[config.mk]
export PLATFORM = sky130hd
export DESIGN_NAME = pvmf_decide
export DESIGN_NICKNAME = d
export VERILOG_FILES = /design/src/sv/pvmf_pkg.sv /design/src/sv/pvmf_decide.sv
export SDC_FILE = /design/constraint.sdc
export NUM_CORES = 1
export LEC_CHECK = 0
export ABC_AREA = 1
export BUFFER_PORTS_ARGS = -buffer_cell sky130_fd_sc_hd__clkbuf_2
export CORE_MARGIN = 5
export CORE_UTILIZATION = 46
export DETAILED_ROUTE_END_ITERATION = 8
export PLACE_DENSITY = 0.95
export SYNTH_ARGS = -nofsm -noshare
export SYNTH_HDL_FRONTEND = slang
export SYNTH_SLANG_ARGS = --single-unit
[constraint.sdc]
create_clock -name vclk -period 1.9
set_input_delay 0.38 -clock vclk [all_inputs]
set_output_delay 0.38 -clock vclk [all_outputs]
set_load 0.1 [all_outputs]
[src/sv/pvmf_pkg.sv]
// Shared constants, command and class codes, and request/result types for the
// port VLAN membership filter. No dependencies.
package pvmf_pkg;

    localparam int NUM_PORTS    = 8;   // table rows, 1 to 8
    localparam int MEMBER_SLOTS = 8;   // IDs per list, 1 to 32
    localparam int VID_W        = 12;
    localparam int PORT_W       = 3;
    localparam int MASK_W       = 8;
    localparam int APB_AW       = 3;
    localparam int APB_DW       = 32;

    // Commands
    localparam logic [3:0] CMD_ADD_TAG   = 4'd0;
    localparam logic [3:0] CMD_ADD_UNTAG = 4'd1;
    localparam logic [3:0] CMD_SET_PVID  = 4'd2;
    localparam logic [3:0] CMD_DEL_TAG   = 4'd3;
    localparam logic [3:0] CMD_DEL_UNTAG = 4'd4;
    localparam logic [3:0] CMD_CLR_PVID  = 4'd5;
    localparam logic [3:0] CMD_CLR_PORT  = 4'd6;
    localparam logic [3:0] CMD_INGRESS   = 4'd7;
    localparam logic [3:0] CMD_EGRESS    = 4'd8;

    // Frame classes
    localparam logic [1:0] CLS_OTHER = 2'd0;
    localparam logic [1:0] CLS_TAG   = 2'd1;
    localparam logic [1:0] CLS_UNTAG = 2'd2;
    localparam logic [1:0] CLS_PVID  = 2'd3;

    // Egress edits
    localparam logic [1:0] EDIT_NONE   = 2'd0;
    localparam logic [1:0] EDIT_INSERT = 2'd1;
    localparam logic [1:0] EDIT_REMOVE = 2'd2;

    // Register indexes (paddr[2])
    localparam logic REG_FILTER_ON = 1'b0;
    localparam logic REG_LAN_MASK  = 1'b1;

    typedef struct packed {
        logic [3:0]        command;
        logic [PORT_W-1:0] port_index;
        logic [PORT_W-1:0] out_port_index;
        logic [VID_W-1:0]  vlan_value;
        logic              frame_tagged;
        logic [1:0]        class_in;
    } t_req;

    typedef struct packed {
        logic             accept;
        logic [1:0]       class_out;
        logic [VID_W-1:0] vlan_out;
        logic [1:0]       edit_action;
    } t_rsp;

    // Lookup of one port row against the request's VLAN ID
    typedef struct packed {
        logic             tag_hit;
        logic             untag_hit;
        logic             has_entries;
        logic [VID_W-1:0] pvid;
    } t_lookup;

    typedef struct packed {
        logic              filter_on;
        logic [MASK_W-1:0] lan_mask;
    } t_cfg;

endpackage

[src/sv/pvmf_decide.sv]
// Ingress classification and egress filter decision for one request.
// Pure combinational; uses pvmf_pkg and the lookup from pvmf_table.
module pvmf_decide import pvmf_pkg::*; (
    input  t_req    i_req,
    input  t_cfg    i_cfg,
    input  t_lookup i_lookup,
    output t_rsp    o_rsp
);

    logic in_lan, out_lan, pvid_hit;

    function automatic logic is_lan(logic [PORT_W-1:0] p, logic [MASK_W-1:0] mask);
        return (int'(p) < NUM_PORTS) && mask[p];
    endfunction

    assign in_lan   = is_lan(i_req.port_index, i_cfg.lan_mask);
    assign out_lan  = is_lan(i_req.out_port_index, i_cfg.lan_mask);
    assign pvid_hit = (i_lookup.pvid != '0) && (i_lookup.pvid == i_req.vlan_value);

    always_comb begin
        o_rsp.accept      = 1'b1;
        o_rsp.class_out   = CLS_OTHER;
        o_rsp.vlan_out    = '0;
        o_rsp.edit_action = EDIT_NONE;
        if (i_req.command == CMD_INGRESS && i_cfg.filter_on && in_lan) begin
            priority if (i_req.frame_tagged) begin
                if (i_lookup.tag_hit) begin
                    o_rsp.class_out = CLS_TAG;
                    o_rsp.vlan_out  = i_req.vlan_value;
                end else begin
                    o_rsp.accept = 1'b0;
                end
            end else if (i_lookup.pvid != '0) begin
                o_rsp.class_out = CLS_PVID;
                o_rsp.vlan_out  = i_lookup.pvid;
            end else if (i_lookup.has_entries) begin
                o_rsp.accept = 1'b0;
            end else begin
                o_rsp.class_out = CLS_UNTAG;
            end
        end else if (i_req.command == CMD_EGRESS && i_cfg.filter_on && in_lan && out_lan) begin
            if (i_req.class_in != CLS_UNTAG && i_req.vlan_value != '0) begin
                priority if (i_lookup.tag_hit) begin
                    if (!i_req.frame_tagged) o_rsp.edit_action = EDIT_INSERT;
                end else if (i_lookup.untag_hit) begin
                    if (i_req.frame_tagged) o_rsp.edit_action = EDIT_REMOVE;
                end else begin
                    o_rsp.accept = pvid_hit;
                end
            end else if (i_lookup.has_entries || i_lookup.pvid != '0) begin
                o_rsp.accept = 1'b0;
            end
        end
    end

endmodule

==> reports/metrics.cfg, run 1 <==
[floorplanning]
start_util_pct = 49.18
die_h_um = 53.20
ioPinCount = 66
fp-row-count = 15
die_w_um = 53.20

[run_status]
haltStage = clock tree synthesis
status = aborted with a tool error
error = [ERROR DPL-0038] Utilization greater than 100%, impossible to legalize

[yosys]
synthCells = 186
synth.distinct_cells = 19
synth-simple-area-share_pct = 63.56
syn_area_um2 = 858.3
ys_seq_area_share_pct = 0
avgSynthCellArea_um2 = 4.615
synth_top_family_by_area = simple AND/OR/NAND/NOR gates
syn_nets = 235
synthMuxAreaShare_pct = 0
synthXorXnorAreaFrac_pct = 0
yosys_warnings = 0
synth-compound-area-share_pct = 17.93
synthAdderAreaFrac_pct = 0

[place]
placed_area_um2 = 1619
dp_hpwl_mm = 3.877
portBuffers = 66
pre_cts_ws_ps = -199.3
place.gp.congestion = 0.8780

[clocking]
ctsHoldBuffers = 0
cts_setup_buffers = 3
cts_resized = 52

-- cells in the mapped netlist --
master     n  area share (%)
nor3_1     2             1.2
nand2_1   60              26
inv_2      1            0.44
a211oi_1   1            0.87
clkbuf_1   1            0.44
nand2_2    1            0.73
o21ai_2    1             1.0
inv_1     35              15
a21oi_1    4             2.3
nor2_1    38              17
nand3_1   11             6.4
nand2_4    1             1.3
o21ai_1    4             2.3
buf_12     1             2.3
nor2_2    10             7.3
nor2_4     1             1.3
a22oi_1   12              10
nor4_4     1             2.5
o211ai_1   1            0.87
-- stage by stage --
stage	setup TNS, ps	utilization, %	hold WS (ps)	instances
after floorplan	-3271	-	867.3	186
after detailed placement	-1478	92.76	1139	284
after global placement	-3.875	92.76	1122	284
-- cells by family after synthesis --
| kind of cell | Yosys count |
|---|---|
| compound gates | 23 |
| buf+inv | 38 |
| simple gates | 125 |
==> run 2: changes to the inputs <==
- CORE_AREA: default -> 5 5 66 68
- CORE_MARGIN: 5 -> default
- CORE_UTILIZATION: 46 -> default
- DIE_AREA: default -> 0 0 71 73
- PLACE_DENSITY: 0.95 -> default
- PLACE_DENSITY_LB_ADDON: default -> 0.15
==> reports/metrics.cfg, run 2 <==
[timing]
fin_crit_ps = 1898
period_share_pct = 99.90
slew_viol_final = 0
fmax_mhz = 526.8
fin_hold_ws_ps = 1125
maxSlewHeadroom_pct = 80.73
tns_ps = 0
worstMarginPinSlew_ps = 289.0
finalHoldViolations = 0
setup_violations = 0
rsz0062_at_grt = yes
setup_ws_ps = 1.844

[global_routing]
met2_usage_pct = 21.42
grtUsageTotal_pct = 11.55
overflow = 0
grt_use_met3_pct = 2.204
grt_pass1_vias = 1262
grt_max_degree = 9
grt_pass1_wl_mm = 5.133
busiest_layer = met2
antenna_found_initial = 0
gr-usage-met1_pct = 14.71

[yosys]
ys_seq_area_share_pct = 0  ; unchanged
ys_top_cells_by_area = nand2_1 26%, nor2_1 17%, inv_1 15%, a22oi_1 10%, nor2_2 7.3%  ; unchanged
syn_nets = 235  ; unchanged
synth.top_cells.by_count = 60 x nand2_1, 38 x nor2_1, 35 x inv_1  ; unchanged
synthCells = 186  ; unchanged
synth.top_cell.area_share_pct = 26.24  ; unchanged
yosys_warnings = 0  ; unchanged
synth.most_common_cell = nand2_1  ; unchanged
synth.distinct_cells = 19  ; unchanged
avgSynthCellArea_um2 = 4.615  ; unchanged
synth.largest_area_cell = nand2_1  ; unchanged
syn_area_um2 = 858.3  ; unchanged

[floorplanning]
ioPinCount = 66  ; unchanged
start_util_pct = 22.60  ; was 49.18%
die_h_um = 73  ; was 53.20 µm
dieArea_um2 = 5183
design.core.area_um2 = 3799
fp-row-count = 23  ; was 15
die_w_um = 71  ; was 53.20 µm

[final_layout]
multi_input_area_um2 = 988.4
final-instance-count-excl-fill = 316
nFillCells = 399
seq_cells = 0
final.clkbuf_count = 0
seqCellArea_um2 = 0
design_area_um2 = 2061
layout_commonest_cell = nand2_1
final_layout_size_suffix_gt1_share_pct = 53.76
diodes = 0
nNetsFinal = 317
area_delta_synth_final_pct = 140.1
final_cell_mix = 56 x nand2_1, 32 x inv_1, 30 x clkbuf_2
utilization_pct = 54.25

[pwr]
p_per_area_nw_per_um2 = 158.7
p_clk_share_pct = 0
power.total_mw = 0.3271
leakagePower_nw = 0.9988
peakVddDrop_v = 0.00006611
p_sw_share_pct = 53.89
seq_power_share_pct = 0
p_int_mw = 0.1508
combPwrFrac_pct = 100.0
power_switching_mw = 0.1763

[worst_setup_path]
cp.required_ps = 1520
cp_top_family = compound AO/OA/AOI/OAI gates
worst-path-buf-inv = 3
worstPathMaxFanout = 8
crit_arrival_ps = 1520
cp_cell_sequence = buf_8, nor2_4, nand3_4, o21ai_4, clkinv_4, a22oi_2, nor2_4, buf_12
startpoint_type = input port
cpMostUsedCell = nor2_4
endpoint_kind = primary output
cpPeakStageDelay_ps = 220
worst_path_max_delay_cell = a22oi_2
setup.worst_path.class = in -> out

[place]
place_inst = 312  ; was 284
portBuffers = 66  ; unchanged
placed_area_um2 = 1673  ; was 1619 µm²
place.gp.congestion = 0.8493  ; was 0.8780
dp_hpwl_mm = 2.816  ; was 3.877 mm
pre_cts_ws_ps = -100.6  ; was -199.3 ps

[drt]
avgViaCountPerCell = 4.339
dr.pass1.iters = 4
ant_nets = 0
drt_iter0_drc = 45
num_vias = 1371
drc = 0
postRouteWirelength_mm = 3.526
routedWlPerCell_um = 11.16

[worst_hold_path]
hp-class = in -> out

[run_status]
status = completed  ; was aborted with a tool error

[clocking]
ctsHoldBuffers = 0  ; unchanged

[flow_run]
drv_cap = 0

[run 2: cell counts after synthesis]
Identical to the previous run, type by type.
[run 2: area by class of cell]
cell class	count	area share, %
Multi-Input combinational cell	148	47.97
Timing Repair Buffer	82	42.08
Inverter	36	6.922
Tap cell	50	3.036
[run 2: power by group through the flow]
| stage | combinational [mW] | sequential, mW | clock, mW |
|---|---|---|---|
| detailed placement | 0.243 | 0 | 0 |
| CTS | 0.260 | 0 | 0 |
| global route | 0.360 | 0 | 0 |
| floorplan | 0.126 | 0 | 0 |
| finish | 0.327 | 0 | 0 |
| global placement | 0.241 | 0 | 0 |
[run 2: layer usage]
layer  wire length (µm)  vias up
met2               1855       30
met1               1487      603
met4                 12        0
met3                170        2
met5                  0        -
li1                   -      736
[run 2: repair_timing]
item | CTS | global route
gates resized for setup | 17 | 90
endpoints found under the setup margin | 15 | 17
buffers inserted | 1 | 3
pin swaps | 12 | 36
[run 2: cell families after synthesis]
family | synth area share (%)
simple gates | 63.56
buf+inv | 18.51
compound gates | 17.93
[run 2: path summary, 6_finish.rpt]
kind / slack, ps / start / cells after the start / endpoint
setup / recovery: 2 / i_lookup[3] / 8 / o_rsp[6]
hold / removal: 1130 / i_req[2] / 3 / o_rsp[15]
No activity file was read; power rests on OpenSTA's default activity.
==> run 3: changes to the inputs <==
- RECOVER_POWER: default -> 25
==> reports/metrics.cfg, run 3 (same netlist as run 2, synthesis figures left out) <==
[run_status]
status = completed  ; unchanged

[drt]
ant_nets = 0  ; unchanged
num_vias = 1371  ; unchanged
drt_iter0_drc = 45  ; unchanged
avgViaCountPerCell = 4.339  ; unchanged
routedWlPerCell_um = 11.16  ; about the same
dr.pass1.iters = 4  ; unchanged
drc = 0  ; unchanged
postRouteWirelength_mm = 3.525  ; was 3.526 mm

[floorplanning]
die_h_um = 73  ; unchanged
dieArea_um2 = 5183  ; unchanged
die_w_um = 71  ; unchanged
fp-row-count = 23  ; unchanged
ioPinCount = 66  ; unchanged
design.core.area_um2 = 3799  ; unchanged
start_util_pct = 22.60  ; unchanged

[final_layout]
layout_commonest_cell = nand2_1  ; unchanged
seq_cells = 0  ; unchanged
nNetsFinal = 317  ; unchanged
final_cell_mix = 56 x nand2_1, 32 x inv_1, 30 x clkbuf_2  ; unchanged
area_delta_synth_final_pct = 139.1  ; was 140.1%
final_layout_size_suffix_gt1_share_pct = 53.76  ; unchanged
diodes = 0  ; unchanged
seqCellArea_um2 = 0  ; unchanged
final.clkbuf_count = 0  ; unchanged
utilization_pct = 54.02  ; was 54.25%
final-instance-count-excl-fill = 316  ; unchanged

[worst_hold_path]
hold_start = i_req[2]  ; unchanged
hp-class = in -> out  ; unchanged
hold_end = o_rsp[15]  ; unchanged
hold_path_depth = 3  ; unchanged

[timing]
finalHoldViolations = 0  ; unchanged
rsz0062_at_grt = yes  ; unchanged
maxSlewHeadroom_pct = 80.73  ; unchanged
slew_viol_final = 0  ; unchanged
period_share_pct = 99.90  ; unchanged
worstMarginPinSlew_ps = 289.0  ; unchanged
fin_crit_ps = 1898  ; unchanged
fmax_mhz = 526.8  ; unchanged
setup_violations = 0  ; unchanged

[pwr]
p_int_mw = 0.1505  ; was 0.1508 mW
leakagePower_nw = 0.9968  ; was 0.9988 nW
p_sw_share_pct = 53.93  ; was 53.89%
peakVddDrop_v = 0.00006611  ; about the same
p_per_area_nw_per_um2 = 159.2  ; was 158.7 nW/µm²
combPwrFrac_pct = 100.0  ; about the same
seq_power_share_pct = 0  ; about the same
p_clk_share_pct = 0  ; about the same
power_switching_mw = 0.1762  ; was 0.1763 mW

[place]
portBuffers = 66  ; unchanged
place_inst = 312  ; unchanged
dp_hpwl_mm = 2.816  ; unchanged
place.gp.congestion = 0.8493  ; unchanged

[global_routing]
overflow = 0  ; unchanged
grt_max_degree = 9  ; unchanged
grt_pass1_wl_mm = 5.133  ; unchanged
antenna_found_initial = 0  ; unchanged
grt_pass1_vias = 1262  ; unchanged
grtUsageTotal_pct = 11.55  ; unchanged

[worst_setup_path]
cp.required_ps = 1520  ; about the same
endpoint_kind = primary output  ; unchanged
crit_arrival_ps = 1520  ; about the same
startpoint_type = input port  ; unchanged
setup.worst_path.class = in -> out  ; unchanged
worstPathMaxFanout = 8  ; unchanged

[flow_run]
drv_cap = 0  ; unchanged

run 3: changes by cell type in the layout (fill, tap and decap cells not counted):
cell	delta
buf_12	-1
buf_6	+1
run 3: worst max-delay path by stage:
stage	startpoint	endpoint	cells past startpoint
3_3_place_gp	i_lookup[4]	o_rsp[5]	8
2_1_floorplan	i_req[23]	o_rsp[4]	5
3_5_place_dp	i_lookup[4]	o_rsp[5]	8
4_1_cts	i_req[18]	o_rsp[10]	11
6_report	i_lookup[3]	o_rsp[6]	8
5_1_grt	i_lookup[3]	o_rsp[6]	8
run 3: layer usage:
layer	part of all wire (%)	routed length (µm)	global-route usage (%)
met1	42	1486	14.71
met2	53	1855	21.42
met3	4.8	170	2.204
met4	0.34	12	0
met5	0	0	0
run 3: per-stage QoR:
| step | total power [mW] | hold WS [ps] | setup WS, ps | cell area [µm²] | setup TNS, ps |
|---|---|---|---|---|---|
| 6_report | 0.3268 | 1125 | 1.844 | 2052 | 0 |
| 4_1_cts | 0.2599 | 1124 | -30.90 | 1752 | -232.8 |
| 3_5_place_dp | 0.2429 | 1123 | -100.6 | 1673 | -565.9 |
| 2_1_floorplan | 0.1261 | 867.3 | -295.8 | 933.4 | -3271 |
| 5_1_grt | 0.3601 | 1148 | -65.24 | 2052 | -433.6 |
| 3_3_place_gp | 0.2412 | 1124 | -77.18 | 1673 | -367.8 |
run 3: repair_timing:
item / CTS / global route
buffers inserted: 1 / 3
gates resized for setup: 17 / 90
hold endpoints to repair: 0 / 0
setup endpoints to repair: 15 / 17
pin swaps: 12 / 36
hold buffers: 0 / 0
run 3: power by group through the flow:
stage / logic [mW] / clock network (mW) / registers (mW)
after floorplan: 0.126 / 0 / 0
after global placement: 0.241 / 0 / 0
after detailed placement: 0.243 / 0 / 0
after CTS: 0.260 / 0 / 0
after global routing: 0.360 / 0 / 0
final: 0.327 / 0 / 0
run 3: layout make-up:
type | count | area, µm²
Fill cell | 400 | 1747
Inverter | 36 | 142.6
Multi-Input combinational cell | 148 | 988.4
Tap cell | 50 | 62.56
Timing Repair Buffer | 82 | 858.3
run 3: worst max-delay path, cell delays in order:
cell      delay (ps)
buf_8            110
nor2_4           120
nand3_4          110
o21ai_4          210
clkinv_4         130
a22oi_2          220
nor2_4            70
buf_12           160
